==> src/rtl/selective_repeat_sender_macros.svh <==
// Assertion macros for the selective repeat sender.
// Used by the datapath; no other dependencies.
`ifndef SELECTIVE_REPEAT_SENDER_MACROS_SVH
`define SELECTIVE_REPEAT_SENDER_MACROS_SVH
`ifndef SYNTHESIS
`define SRS_ASSERT(name, clk, rst, prop, msg) \
   name: assert property (@(posedge clk) disable iff (rst) prop) else $error(msg);
`define SRS_ASSERT_NEVER(name, clk, rst, cond, msg) \
   name: assert property (@(posedge clk) disable iff (rst) !(cond)) else $error(msg);
`else
`define SRS_ASSERT(name, clk, rst, prop, msg)
`define SRS_ASSERT_NEVER(name, clk, rst, cond, msg)
`endif
`endif

==> src/rtl/srs_pkg.sv <==
// Shared types and constants for the selective repeat sender.
// No dependencies.
`timescale 1ns / 1ps
package srs_pkg;

   localparam int FRAME_LIMIT  = 128;
   localparam int WINDOW_LIMIT = 32;

   // fixed field widths
   localparam int ACK_W       = 7;
   localparam int FRAME_NUM_W = 7;
   localparam int KIND_W      = 2;
   localparam int TOTAL_W     = 8;
   localparam int WINDOW_W    = 6;
   localparam int TIMEOUT_W   = 15;
   localparam int STAMP_W     = 16;
   localparam int CSR_INDEX_W = 2;
   localparam int CSR_DATA_W  = 15;

   // derived widths
   localparam int FRAME_W = $clog2(FRAME_LIMIT);
   localparam int COUNT_W = $clog2(FRAME_LIMIT + 1);
   localparam int SUM_W   = COUNT_W + 1;
   localparam int WIN_W   = $clog2(WINDOW_LIMIT + 1);
   localparam int EXT_W   = 16;

   // register reset values
   localparam logic [TOTAL_W-1:0]   TOTAL_RESET   = TOTAL_W'(128);
   localparam logic [WINDOW_W-1:0]  WINDOW_RESET  = WINDOW_W'(4);
   localparam logic [TIMEOUT_W-1:0] TIMEOUT_RESET = TIMEOUT_W'(10);

   localparam logic [CSR_INDEX_W-1:0] CSR_TOTAL   = 2'd0;
   localparam logic [CSR_INDEX_W-1:0] CSR_WINDOW  = 2'd1;
   localparam logic [CSR_INDEX_W-1:0] CSR_TIMEOUT = 2'd2;

   localparam logic CMD_TICK = 1'b0;
   localparam logic CMD_ACK  = 1'b1;

   typedef enum logic [KIND_W-1:0] {
      KIND_NEW  = 2'd0,
      KIND_RETX = 2'd1,
      KIND_END  = 2'd2
   } kind_type;

   typedef enum logic [3:0] {
      ST_IDLE,
      ST_SLIDE,
      ST_SLIDE_CHK,
      ST_SCAN,
      ST_SCAN_CMP,
      ST_END_CHK,
      ST_SEND,
      ST_FLUSH,
      ST_FLUSH_END,
      ST_FINISHED
   } state_type;

   typedef struct packed {
      logic accept;
      logic slide_read;
      logic slide_step;
      logic scan_adv;
      logic scan_read;
      logic retx;
      logic end_mark;
      logic send_new;
      logic flush;
   } ctrl_cmd_type;

   typedef struct packed {
      logic slide_more;
      logic scan_done;
      logic scan_acked;
      logic timed_out;
      logic at_end;
      logic send_more;
      logic emit_ok;
   } dp_status_type;

endpackage

==> src/rtl/selective_repeat_sender.sv <==
// Selective repeat ARQ sender, top level. Uses srs_pkg, srs_ctrl, srs_datapath.
//
// Request channel (req_): one transfer per event, a time tick or an arriving
// ack carrying req_ack_number. Response channel (rsp_): retransmits in
// ascending order, then either new sends or the end marker; rsp_last flags the
// final response of one request. CSR port: plain writes, index 0 total
// frames, 1 window, 2 timeout; write it only while the block is idle.
//
// Sequence: after the request transfer, an ack walks the base over acked frames
// (ack RAM read, then test); a tick scans every outstanding frame (ack and stamp
// RAM read, then age compare, resending timed-out frames). Then come the end
// check, the new sends or the end marker, and the release of the last response.
// Each response is held back until the next so its last flag is known; the final one
// waits in the output register while the next request is taken. A stalled
// receiver freezes the sequencer at its next emit, which holds req_ready low.
// Synchronous reset clears the window pointers, tick count and end flag and
// restores the CSR defaults; the ack and stamp RAMs are written per frame on
// its send. After the end marker, requests are accepted and ignored.
`timescale 1ns / 1ps
module selective_repeat_sender (
   input  logic                            clock,
   input  logic                            reset,
   input  logic                            csr_write_en,
   input  logic [srs_pkg::CSR_INDEX_W-1:0] csr_index,
   input  logic [srs_pkg::CSR_DATA_W-1:0]  csr_wdata,
   input  logic                            req_valid,
   output logic                            req_ready,
   input  logic                            req_command,
   input  logic [srs_pkg::ACK_W-1:0]       req_ack_number,
   output logic                            rsp_valid,
   input  logic                            rsp_ready,
   output logic [srs_pkg::FRAME_NUM_W-1:0] rsp_frame_number,
   output logic [srs_pkg::KIND_W-1:0]      rsp_kind,
   output logic                            rsp_last
);
   import srs_pkg::*;

   ctrl_cmd_type  cmd;
   dp_status_type status;

   // sequencer: walks slide, scan, send and flush steps per request
   srs_ctrl u_ctrl (
      .clock       (clock),
      .reset       (reset),
      .req_valid   (req_valid),
      .req_ready   (req_ready),
      .req_command (req_command),
      .status      (status),
      .cmd         (cmd)
   );

   // state, ack and stamp RAMs and response registers
   srs_datapath u_datapath (
      .clock            (clock),
      .reset            (reset),
      .csr_write_en     (csr_write_en),
      .csr_index        (csr_index),
      .csr_wdata        (csr_wdata),
      .req_command      (req_command),
      .req_ack_number   (req_ack_number),
      .cmd              (cmd),
      .status           (status),
      .rsp_valid        (rsp_valid),
      .rsp_ready        (rsp_ready),
      .rsp_frame_number (rsp_frame_number),
      .rsp_kind         (rsp_kind),
      .rsp_last         (rsp_last)
   );

endmodule

==> src/rtl/srs_ram.sv <==
// Generic single write port, single read port RAM with registered read.
// No dependencies.
`timescale 1ns / 1ps
module srs_ram #(
   parameter int WIDTH = 16,
   parameter int DEPTH = 128
) (
   input  logic                     clock,
   input  logic                     wr_en,
   input  logic [$clog2(DEPTH)-1:0] wr_addr,
   input  logic [WIDTH-1:0]         wr_data,
   input  logic                     rd_en,
   input  logic [$clog2(DEPTH)-1:0] rd_addr,
   output logic [WIDTH-1:0]         rd_data
);

   logic [WIDTH-1:0] mem_ff [DEPTH];
   logic [WIDTH-1:0] rd_data_ff;

   always_ff @(posedge clock) begin
      if (wr_en) begin
         mem_ff[wr_addr] <= wr_data;
      end
      if (rd_en) begin
         rd_data_ff <= mem_ff[rd_addr];
      end
   end

   assign rd_data = rd_data_ff;

endmodule

==> src/rtl/srs_datapath.sv <==
// Datapath of the selective repeat sender: config registers, window pointers,
// ack RAM, stamp RAM, result hold and output registers. Uses srs_pkg, srs_ram.
`timescale 1ns / 1ps
`include "selective_repeat_sender_macros.svh"
module srs_datapath (
   input  logic                            clock,
   input  logic                            reset,
   input  logic                            csr_write_en,
   input  logic [srs_pkg::CSR_INDEX_W-1:0] csr_index,
   input  logic [srs_pkg::CSR_DATA_W-1:0]  csr_wdata,
   input  logic                            req_command,
   input  logic [srs_pkg::ACK_W-1:0]       req_ack_number,
   input  srs_pkg::ctrl_cmd_type           cmd,
   output srs_pkg::dp_status_type          status,
   output logic                            rsp_valid,
   input  logic                            rsp_ready,
   output logic [srs_pkg::FRAME_NUM_W-1:0] rsp_frame_number,
   output logic [srs_pkg::KIND_W-1:0]      rsp_kind,
   output logic                            rsp_last
);
   import srs_pkg::*;

   // config
   logic [TOTAL_W-1:0]   total_ff;
   logic [WINDOW_W-1:0]  window_ff;
   logic [TIMEOUT_W-1:0] timeout_ff;

   logic [COUNT_W-1:0]   eff_total;
   logic [WIN_W-1:0]     eff_win;
   logic [EXT_W-1:0]     win_ext;
   logic [TIMEOUT_W-1:0] eff_tmo;

   // protocol state
   logic [COUNT_W-1:0]     base_ff, base_in;
   logic [COUNT_W-1:0]     next_ff, next_in;
   logic [COUNT_W-1:0]     idx_ff, idx_in;
   logic [STAMP_W-1:0]     tick_ff, tick_in;
   logic                   finished_ff, finished_in;

   // result hold and output registers
   logic                   hold_valid_ff, hold_valid_in;
   logic [FRAME_NUM_W-1:0] hold_frame_ff, hold_frame_in;
   kind_type               hold_kind_ff, hold_kind_in;
   logic                   rsp_valid_ff, rsp_valid_in;
   logic [FRAME_NUM_W-1:0] rsp_frame_ff, rsp_frame_in;
   kind_type               rsp_kind_ff, rsp_kind_in;
   logic                   rsp_last_ff, rsp_last_in;

   logic                   new_valid;
   logic [FRAME_NUM_W-1:0] new_frame;
   kind_type               new_kind;

   logic                   out_free;
   logic                   ack_in_range;
   logic [STAMP_W-1:0]     stamp_rdata;
   logic [STAMP_W-1:0]     age;
   logic                   stamp_wr_en;
   logic [FRAME_W-1:0]     stamp_wr_addr;
   logic                   ack_rdata;
   logic                   ack_wr_en;
   logic                   ack_wr_data;
   logic [FRAME_W-1:0]     ack_wr_addr;
   logic                   ack_rd_en;
   logic [FRAME_W-1:0]     ack_rd_addr;
   logic [SUM_W-1:0]       win_end;
   logic [SUM_W-1:0]       outstanding;

   // effective config values
   always_comb begin
      if (total_ff == '0) begin
         eff_total = COUNT_W'(1);
      end else if (EXT_W'(total_ff) > EXT_W'(FRAME_LIMIT)) begin
         eff_total = COUNT_W'(FRAME_LIMIT);
      end else begin
         eff_total = COUNT_W'(total_ff);
      end

      if (window_ff == '0) begin
         win_ext = EXT_W'(1);
      end else begin
         win_ext = EXT_W'(window_ff);
      end
      if (win_ext > EXT_W'(WINDOW_LIMIT)) begin
         win_ext = EXT_W'(WINDOW_LIMIT);
      end
      if (win_ext > EXT_W'(eff_total)) begin
         win_ext = EXT_W'(eff_total);
      end
      eff_win = win_ext[WIN_W-1:0];

      eff_tmo = (timeout_ff == '0) ? TIMEOUT_W'(1) : timeout_ff;
   end

   assign out_free     = !rsp_valid_ff || rsp_ready;
   assign age          = tick_ff - stamp_rdata;
   assign win_end      = {1'b0, base_ff} + SUM_W'(eff_win);
   assign outstanding  = {1'b0, next_ff} - {1'b0, base_ff};
   assign ack_in_range = (COUNT_W'(req_ack_number) >= base_ff) &&
                         (COUNT_W'(req_ack_number) < next_ff);

   // ack RAM data is only trusted for outstanding frames
   always_comb begin
      status.slide_more = (base_ff < next_ff) && ack_rdata;
      status.scan_done  = (idx_ff >= next_ff);
      status.scan_acked = ack_rdata;
      status.timed_out  = (age >= STAMP_W'(eff_tmo));
      status.at_end     = (base_ff >= eff_total);
      status.send_more  = ({1'b0, next_ff} < win_end) && (next_ff < eff_total);
      status.emit_ok    = !hold_valid_ff || out_free;
   end

   // next state
   always_comb begin
      base_in       = base_ff;
      next_in       = next_ff;
      idx_in        = idx_ff;
      tick_in       = tick_ff;
      finished_in   = finished_ff;
      hold_valid_in = hold_valid_ff;
      hold_frame_in = hold_frame_ff;
      hold_kind_in  = hold_kind_ff;
      rsp_valid_in  = rsp_valid_ff;
      rsp_frame_in  = rsp_frame_ff;
      rsp_kind_in   = rsp_kind_ff;
      rsp_last_in   = rsp_last_ff;
      new_valid     = 1'b0;
      new_frame     = '0;
      new_kind      = KIND_NEW;

      if (rsp_ready) begin
         rsp_valid_in = 1'b0;
      end

      if (cmd.accept) begin
         idx_in = base_ff;
         if (req_command == CMD_TICK) begin
            tick_in = tick_ff + STAMP_W'(1);
         end
      end
      if (cmd.slide_step) begin
         base_in = base_ff + COUNT_W'(1);
      end
      if (cmd.scan_adv) begin
         idx_in = idx_ff + COUNT_W'(1);
      end
      if (cmd.retx) begin
         new_valid = 1'b1;
         new_frame = FRAME_NUM_W'(idx_ff);
         new_kind  = KIND_RETX;
         idx_in    = idx_ff + COUNT_W'(1);
      end
      if (cmd.end_mark) begin
         new_valid   = 1'b1;
         new_frame   = '0;
         new_kind    = KIND_END;
         finished_in = 1'b1;
      end
      if (cmd.send_new) begin
         new_valid = 1'b1;
         new_frame = FRAME_NUM_W'(next_ff);
         new_kind  = KIND_NEW;
         next_in   = next_ff + COUNT_W'(1);
      end

      // one result is held back so the final one can be flagged
      if (new_valid) begin
         if (hold_valid_ff) begin
            rsp_valid_in = 1'b1;
            rsp_frame_in = hold_frame_ff;
            rsp_kind_in  = hold_kind_ff;
            rsp_last_in  = 1'b0;
         end
         hold_valid_in = 1'b1;
         hold_frame_in = new_frame;
         hold_kind_in  = new_kind;
      end
      if (cmd.flush && hold_valid_ff) begin
         rsp_valid_in  = 1'b1;
         rsp_frame_in  = hold_frame_ff;
         rsp_kind_in   = hold_kind_ff;
         rsp_last_in   = 1'b1;
         hold_valid_in = 1'b0;
      end
   end

   always_ff @(posedge clock) begin
      if (reset) begin
         total_ff      <= TOTAL_RESET;
         window_ff     <= WINDOW_RESET;
         timeout_ff    <= TIMEOUT_RESET;
         base_ff       <= '0;
         next_ff       <= '0;
         idx_ff        <= '0;
         tick_ff       <= '0;
         finished_ff   <= 1'b0;
         hold_valid_ff <= 1'b0;
         rsp_valid_ff  <= 1'b0;
      end else begin
         if (csr_write_en) begin
            case (csr_index)
               CSR_TOTAL: begin
                  total_ff <= csr_wdata[TOTAL_W-1:0];
               end
               CSR_WINDOW: begin
                  window_ff <= csr_wdata[WINDOW_W-1:0];
               end
               CSR_TIMEOUT: begin
                  timeout_ff <= csr_wdata[TIMEOUT_W-1:0];
               end
               default: begin
               end
            endcase
         end
         base_ff       <= base_in;
         next_ff       <= next_in;
         idx_ff        <= idx_in;
         tick_ff       <= tick_in;
         finished_ff   <= finished_in;
         hold_valid_ff <= hold_valid_in;
         rsp_valid_ff  <= rsp_valid_in;
      end
   end

   always_ff @(posedge clock) begin
      hold_frame_ff <= hold_frame_in;
      hold_kind_ff  <= hold_kind_in;
      rsp_frame_ff  <= rsp_frame_in;
      rsp_kind_ff   <= rsp_kind_in;
      rsp_last_ff   <= rsp_last_in;
   end

   // ack store: cleared when a frame is sent, set by an in-range ack
   assign ack_wr_en   = (cmd.accept && (req_command == CMD_ACK) && ack_in_range) ||
                        cmd.send_new;
   assign ack_wr_addr = cmd.send_new ? next_ff[FRAME_W-1:0] : FRAME_W'(req_ack_number);
   assign ack_wr_data = !cmd.send_new;
   assign ack_rd_en   = cmd.slide_read || cmd.scan_read;
   assign ack_rd_addr = cmd.slide_read ? base_ff[FRAME_W-1:0] : idx_ff[FRAME_W-1:0];

   srs_ram #(
      .WIDTH (1),
      .DEPTH (FRAME_LIMIT)
   ) u_ack_ram (
      .clock   (clock),
      .wr_en   (ack_wr_en),
      .wr_addr (ack_wr_addr),
      .wr_data (ack_wr_data),
      .rd_en   (ack_rd_en),
      .rd_addr (ack_rd_addr),
      .rd_data (ack_rdata)
   );

   // stamp store: written on every send and resend
   assign stamp_wr_en   = cmd.retx || cmd.send_new;
   assign stamp_wr_addr = cmd.retx ? idx_ff[FRAME_W-1:0] : next_ff[FRAME_W-1:0];

   srs_ram #(
      .WIDTH (STAMP_W),
      .DEPTH (FRAME_LIMIT)
   ) u_stamp_ram (
      .clock   (clock),
      .wr_en   (stamp_wr_en),
      .wr_addr (stamp_wr_addr),
      .wr_data (tick_ff),
      .rd_en   (cmd.scan_read),
      .rd_addr (idx_ff[FRAME_W-1:0]),
      .rd_data (stamp_rdata)
   );

   assign rsp_valid        = rsp_valid_ff;
   assign rsp_frame_number = rsp_frame_ff;
   assign rsp_kind         = rsp_kind_ff;
   assign rsp_last         = rsp_last_ff;

   `SRS_ASSERT_NEVER(a_base_le_next, clock, reset, base_ff > next_ff, "window base passed next frame")
   `SRS_ASSERT_NEVER(a_window_fits, clock, reset, outstanding > SUM_W'(WINDOW_LIMIT), "too many outstanding frames")
   `SRS_ASSERT_NEVER(a_next_limit, clock, reset, next_ff > COUNT_W'(FRAME_LIMIT), "next frame beyond frame limit")
   `SRS_ASSERT(a_emit_slot, clock, reset, (cmd.retx || cmd.end_mark || cmd.send_new) && hold_valid_ff |-> out_free, "result emitted while output register busy")
   `SRS_ASSERT(a_quiet_after_end, clock, reset, finished_ff |-> !(cmd.retx || cmd.send_new || cmd.accept), "activity after end of transfer")

endmodule

==> src/rtl/srs_ctrl.sv <==
// Controller state machine of the selective repeat sender.
// Uses srs_pkg; drives the datapath commands from its status.
`timescale 1ns / 1ps
module srs_ctrl (
   input  logic                   clock,
   input  logic                   reset,
   input  logic                   req_valid,
   output logic                   req_ready,
   input  logic                   req_command,
   input  srs_pkg::dp_status_type status,
   output srs_pkg::ctrl_cmd_type  cmd
);
   import srs_pkg::*;

   state_type state_ff, state_in;

   always_ff @(posedge clock) begin
      if (reset) begin
         state_ff <= ST_IDLE;
      end else begin
         state_ff <= state_in;
      end
   end

   always_comb begin
      state_in  = state_ff;
      req_ready = 1'b0;
      cmd       = '0;
      case (state_ff)
         ST_IDLE: begin
            req_ready = 1'b1;
            if (req_valid) begin
               cmd.accept = 1'b1;
               state_in   = (req_command == CMD_ACK) ? ST_SLIDE : ST_SCAN;
            end
         end
         ST_SLIDE: begin
            // ack RAM read at the base, tested next cycle
            cmd.slide_read = 1'b1;
            state_in       = ST_SLIDE_CHK;
         end
         ST_SLIDE_CHK: begin
            if (status.slide_more) begin
               cmd.slide_step = 1'b1;
               state_in       = ST_SLIDE;
            end else begin
               state_in = ST_END_CHK;
            end
         end
         ST_SCAN: begin
            if (status.scan_done) begin
               state_in = ST_END_CHK;
            end else begin
               cmd.scan_read = 1'b1;
               state_in      = ST_SCAN_CMP;
            end
         end
         ST_SCAN_CMP: begin
            if (status.scan_acked || !status.timed_out) begin
               cmd.scan_adv = 1'b1;
               state_in     = ST_SCAN;
            end else if (status.emit_ok) begin
               cmd.retx = 1'b1;
               state_in = ST_SCAN;
            end
         end
         ST_END_CHK: begin
            if (!status.at_end) begin
               state_in = ST_SEND;
            end else if (status.emit_ok) begin
               cmd.end_mark = 1'b1;
               state_in     = ST_FLUSH_END;
            end
         end
         ST_SEND: begin
            if (!status.send_more) begin
               state_in = ST_FLUSH;
            end else if (status.emit_ok) begin
               cmd.send_new = 1'b1;
            end
         end
         ST_FLUSH: begin
            if (status.emit_ok) begin
               cmd.flush = 1'b1;
               state_in  = ST_IDLE;
            end
         end
         ST_FLUSH_END: begin
            if (status.emit_ok) begin
               cmd.flush = 1'b1;
               state_in  = ST_FINISHED;
            end
         end
         ST_FINISHED: begin
            // transfers are taken and dropped
            req_ready = 1'b1;
         end
         default: begin
            state_in = ST_IDLE;
         end
      endcase
   end

endmodule
==> config.mk <==
export PLATFORM = sky130hd
export DESIGN_NAME = selective_repeat_sender
export DESIGN_NICKNAME = d
export VERILOG_FILES = /design/src/rtl/srs_pkg.sv /design/src/rtl/selective_repeat_sender.sv /design/src/rtl/srs_ram.sv /design/src/rtl/srs_datapath.sv /design/src/rtl/srs_ctrl.sv
export VERILOG_INCLUDE_DIRS = /design/src /design/src/rtl
export SDC_FILE = /design/constraint.sdc
export NUM_CORES = 2
export LEC_CHECK = 0
export ABC_AREA = 1
export BUFFER_PORTS_ARGS = -buffer_cell sky130_fd_sc_hd__buf_2
export CAP_MARGIN = 10
export CORE_MARGIN = 8
export CORE_UTILIZATION = 30
export DETAILED_ROUTE_END_ITERATION = 7
export PLACE_DENSITY = 0.53
export SYNTH_ARGS = -nofsm -noshare
export SYNTH_HDL_FRONTEND = slang
export SYNTH_HIERARCHICAL = 1
export SYNTH_SLANG_ARGS = --single-unit
==> constraint.sdc <==
create_clock -name clock -period 9.7 [get_ports clock]
set_input_delay 0.485 -clock clock [delete_from_list [all_inputs] [get_ports clock]]
set_output_delay 0.485 -clock clock [all_outputs]
set_load 0.05 [all_outputs]
==> flow_summary.yaml <==
status:
  status: "finished, final reports clean"
routing:
  wl_per_cell_microns: 23.0
  first_pass_iters: 8
  dr.first_iter.drc_count: 7682
  routed_wl_mm: 295
  final_antenna_net_count: 0
  vias: 65770
  remaining_drc_errors: 0
  avgViaCountPerCell: 5.13
timing:
  holdWs_ns: 0.0720
  fin_crit_sh: 0.730
  max_freq_ghz: 0.141
  setup_tns_ns: 0
  setup_ws_ns: 2.62
  report.final.slew_viol_count: 0
  grt_setup_unrepaired: "no"
  tightestPinTransition_ns: 1.14
  clock_skew_ns: 0.0809
  hold_violations: 0
  finalSetupViolCount: 0
  finalCriticalPeriod_ns: 7.08
  slew-limit-headroom: 0.239
floorplan:
  die_h_microns: 582
  dieArea_sq_um: 339000
  num_rows: 208
  core_sq_um: 320000
  start_util: 0.301
  ioPinCount: 42
  die_x_microns: 582
placement:
  place_inst: 12372
  io_buffers: 41
  pre_cts_ws_ns: 2.44
  place.gp.congestion: 0.916
  hpwl_mm: 175
worst_setup_path:
  critPathLaunchType: "flip-flop"
  worstSetupStartpoint: "u_datapath/total_ff[4]$_SDFFE_PP0P_"
  crit_type: "reg2reg"
  rr_startpoint: "u_datapath/total_ff[4]$_SDFFE_PP0P_"
  crit_path_max_incr_delay_ns: 0.52
  r2r_end: "u_datapath/u_ack_ram/mem_ff[7]$_DFFE_PP_"
  cp_max_fo: 84
  ff2ff_path_depth: 37
  slowest_stage: "nand2_1"
  cp-end-kind: "flip-flop"
  worstPathArrival_ns: 7.65
  crit_path_end: "u_datapath/u_ack_ram/mem_ff[7]$_DFFE_PP_"
  required_ns: 10.27
  reg2reg_slack_ns: 2.62
power_and_ir_drop:
  clockPowerShare: 0.365
  power.internal_w: 0.0167
  leakage_nw: 37.9
  sw_frac_of_total: 0.298
  p_per_area_nw_per_um2: 220
  seq_power_share: 0.459
  vdd_ir_drop_max_mv: 0.149
  power_frac_comb: 0.176
  power.total_w: 0.0238
  switching_power_w: 0.00710
clocking:
  cts_buffers: 234
  cts.reportedPaths.clkPinSlew_ns: 0.06
  cts-htree-levels: 4
  clock_sinks: 2287
  postCtsResizedCells: 0
  clk_latency_ns: 0.93
  cts_tree: "built"
  cts_root_buffer: "clkbuf_16"
  cts_buffer_depth: 4
yosys:
  synth_seq_area_share: 0.706
  yosys-top-cells-count: "2475 x nand2_1, 2211 x edfxtp_1, 2182 x nand3_1, 369 x nor2_1, 265 x buf_2"
  synth_area_leaders: "edfxtp_1 69%, nand3_1 11%, nand2_1 9.7%"
  synth-main-ff-cell: "edfxtp_1"
  synth_area_per_cell_sq_um: 11.4
  synthCells: 8447
  synth_most_common_cell: "nand2_1"
  synth_seq_cells: 2287
  synthDistinctLibCells: 47
  async_flop_share: 0
  synth_area_sq_um: 96100
  yosysTopAreaCell: "edfxtp_1"
  yosysWarnings: 6
  synth_nets: 8576
  synth_edf_count: 2211
  synth.top_cell.area_share: 0.691
global_route:
  grt_pass1_wl_mm: 428
  grt_pass1_vias: 62377
  grt_overflow_total: 0
  grt_max_degree: 212
  antenna_found_initial: 8
  grt.total_usage: 0.167
cells_and_area:
  syn_to_final_growth_pct: 12.6
  multi_input_area_sq_um: 24900
  nNetsFinal: 8572
  seq_area_sq_um: 68000
  fill_cells: 31539
  drive_above_1_share: 0.0771
  instances_no_fill: 12829
hold_path:
  hold_path_class: "in2reg"
run:
  drv_cap: 0
## final cells by class
| class | count | area share |
|---|---|---|
| diodes | 2 | 0.0000462 |
| clock buffers | 288 | 0.0565 |
| clock inverters | 132 | 0.0101 |
| inverters | 199 | 0.00721 |
| multi-input cells | 5454 | 0.230 |
| flip-flops and latches | 2287 | 0.628 |
| well taps | 4200 | 0.0485 |
| repair buffers | 267 | 0.0196 |
## power groups by stage
stage               clock network [W]  logic, W  registers (W)
floorplan                           0   0.00268         0.0111
global placement                    0   0.00409         0.0111
detailed placement                  0   0.00410         0.0111
CTS                           0.00887   0.00412         0.0109
global route                  0.00923   0.00450         0.0109
finish                        0.00870   0.00419         0.0109
## how the worst min path moves through the flow
| stage | startpoint | endpoint | cells past startpoint |
|---|---|---|---|
| 2_1_floorplan | u_datapath/hold_frame_ff[0]$_DFFE_PN_ | u_datapath/rsp_frame_number[0]$_DFFE_PP_ | 0 |
| 3_3_place_gp | u_datapath/hold_frame_ff[2]$_DFFE_PN_ | u_datapath/rsp_frame_number[2]$_DFFE_PP_ | 0 |
| 3_5_place_dp | u_datapath/hold_frame_ff[2]$_DFFE_PN_ | u_datapath/rsp_frame_number[2]$_DFFE_PP_ | 0 |
| 4_1_cts | csr_index[0] | u_datapath/total_ff[2]$_SDFFE_PP0P_ | 4 |
| 5_1_grt | csr_index[0] | u_datapath/total_ff[2]$_SDFFE_PP0P_ | 4 |
| 6_report | csr_index[0] | u_datapath/total_ff[4]$_SDFFE_PP0P_ | 4 |
## registers in the layout, indices dropped and copies added, names as in the netlist, 2 cells and up
register,count
u_datapath/rsp_frame_number,7
u_datapath/hold_frame_ff,7
u_datapath/timeout_ff,15
u_datapath/u_stamp_ram/mem_ff,2048
u_ctrl/state_ff,4
u_datapath/next_ff,8
u_datapath/u_ack_ram/mem_ff,128
u_datapath/window_ff,6
u_datapath/tick_ff,16
u_datapath/u_stamp_ram/rd_data,16
u_datapath/idx_ff,8
u_datapath/total_ff,8
u_datapath/hold_kind_ff,2
u_datapath/base_ff,8
u_datapath/rsp_kind,2
## what timing repair did
| action | 4_1_cts | 5_1_grt |
|---|---|---|
| buffers inserted | 0 | 0 |
| endpoints found under the setup margin | 0 | 0 |
| endpoints found under the hold margin | 30 | 0 |
| hold buffers | 21 | 0 |
## stage by stage
stage               instance area (sq um)   util
floorplan                           96100      -
global placement                   100000  0.314
detailed placement                 101000  0.315
CTS                                108000  0.338
global route                       108000  0.338
finish                             108000  0.338
## placed cells by master, fill, tap and decap left out, types with 7 or more instances in the layout
| master | synthesis | final |
|---|---|---|
| buf_6 | 24 | 16 |
| buf_2 | 265 | 41 |
| dfxtp_1 | 76 | 54 |
| nand3_1 | 2182 | 2182 |
| clkinv_2 | 0 | 49 |
| ha_1 | 97 | 97 |
| edfxtp_1 | 2211 | 2211 |
| inv_1 | 169 | 166 |
| inv_2 | 26 | 26 |
| o21ai_0 | 47 | 44 |
| clkbuf_1 | 103 | 50 |
| buf_12 | 0 | 7 |
| nor3_1 | 42 | 40 |
| bufinv_16 | 0 | 17 |
| clkinv_1 | 3 | 55 |
| nor2_2 | 4 | 30 |
| nand2_1 | 2475 | 2475 |
| dlygate4sd3_1 | 0 | 21 |
| o21ai_1 | 38 | 39 |
| xor2_1 | 16 | 16 |
| buf_4 | 70 | 181 |
| o211ai_1 | 8 | 8 |
| clkbuf_16 | 0 | 236 |
| nand4_1 | 17 | 17 |
| xnor2_1 | 7 | 7 |
| a21oi_1 | 104 | 104 |
| nor2_1 | 369 | 343 |
| dfxtp_4 | 0 | 21 |
## logic make-up after synthesis
kind of cell | synth area share
AO/OA/AOI/OAI | 0.0126
AND/OR/NAND/NOR | 0.230
flip-flops | 0.706
adder cells (fa/ha/maj) | 0.0130
buffers and inverters | 0.0358
XOR/XNOR | 0.00210
## critical path, delay by kind of cell (launching register included)
kind	cells	cell delay [ns]
buffers and inverters	6	1.19
AO/OA/AOI/OAI	4	0.55
XOR/XNOR	1	0.16
flip-flops	1	0.33
AND/OR/NAND/NOR	22	3.26
adder cells (fa/ha/maj)	4	1.25
## routing by layer
| metal | part of all wire | track usage | wire length, microns |
|---|---|---|---|
| met5 | 0.000044 | 0 | 13 |
| met4 | 0.037 | 0.0594 | 11000 |
| met3 | 0.081 | 0.0282 | 23900 |
| met2 | 0.46 | 0.265 | 136000 |
| met1 | 0.42 | 0.231 | 124000 |
No activity file was read; power rests on OpenSTA's default activity.
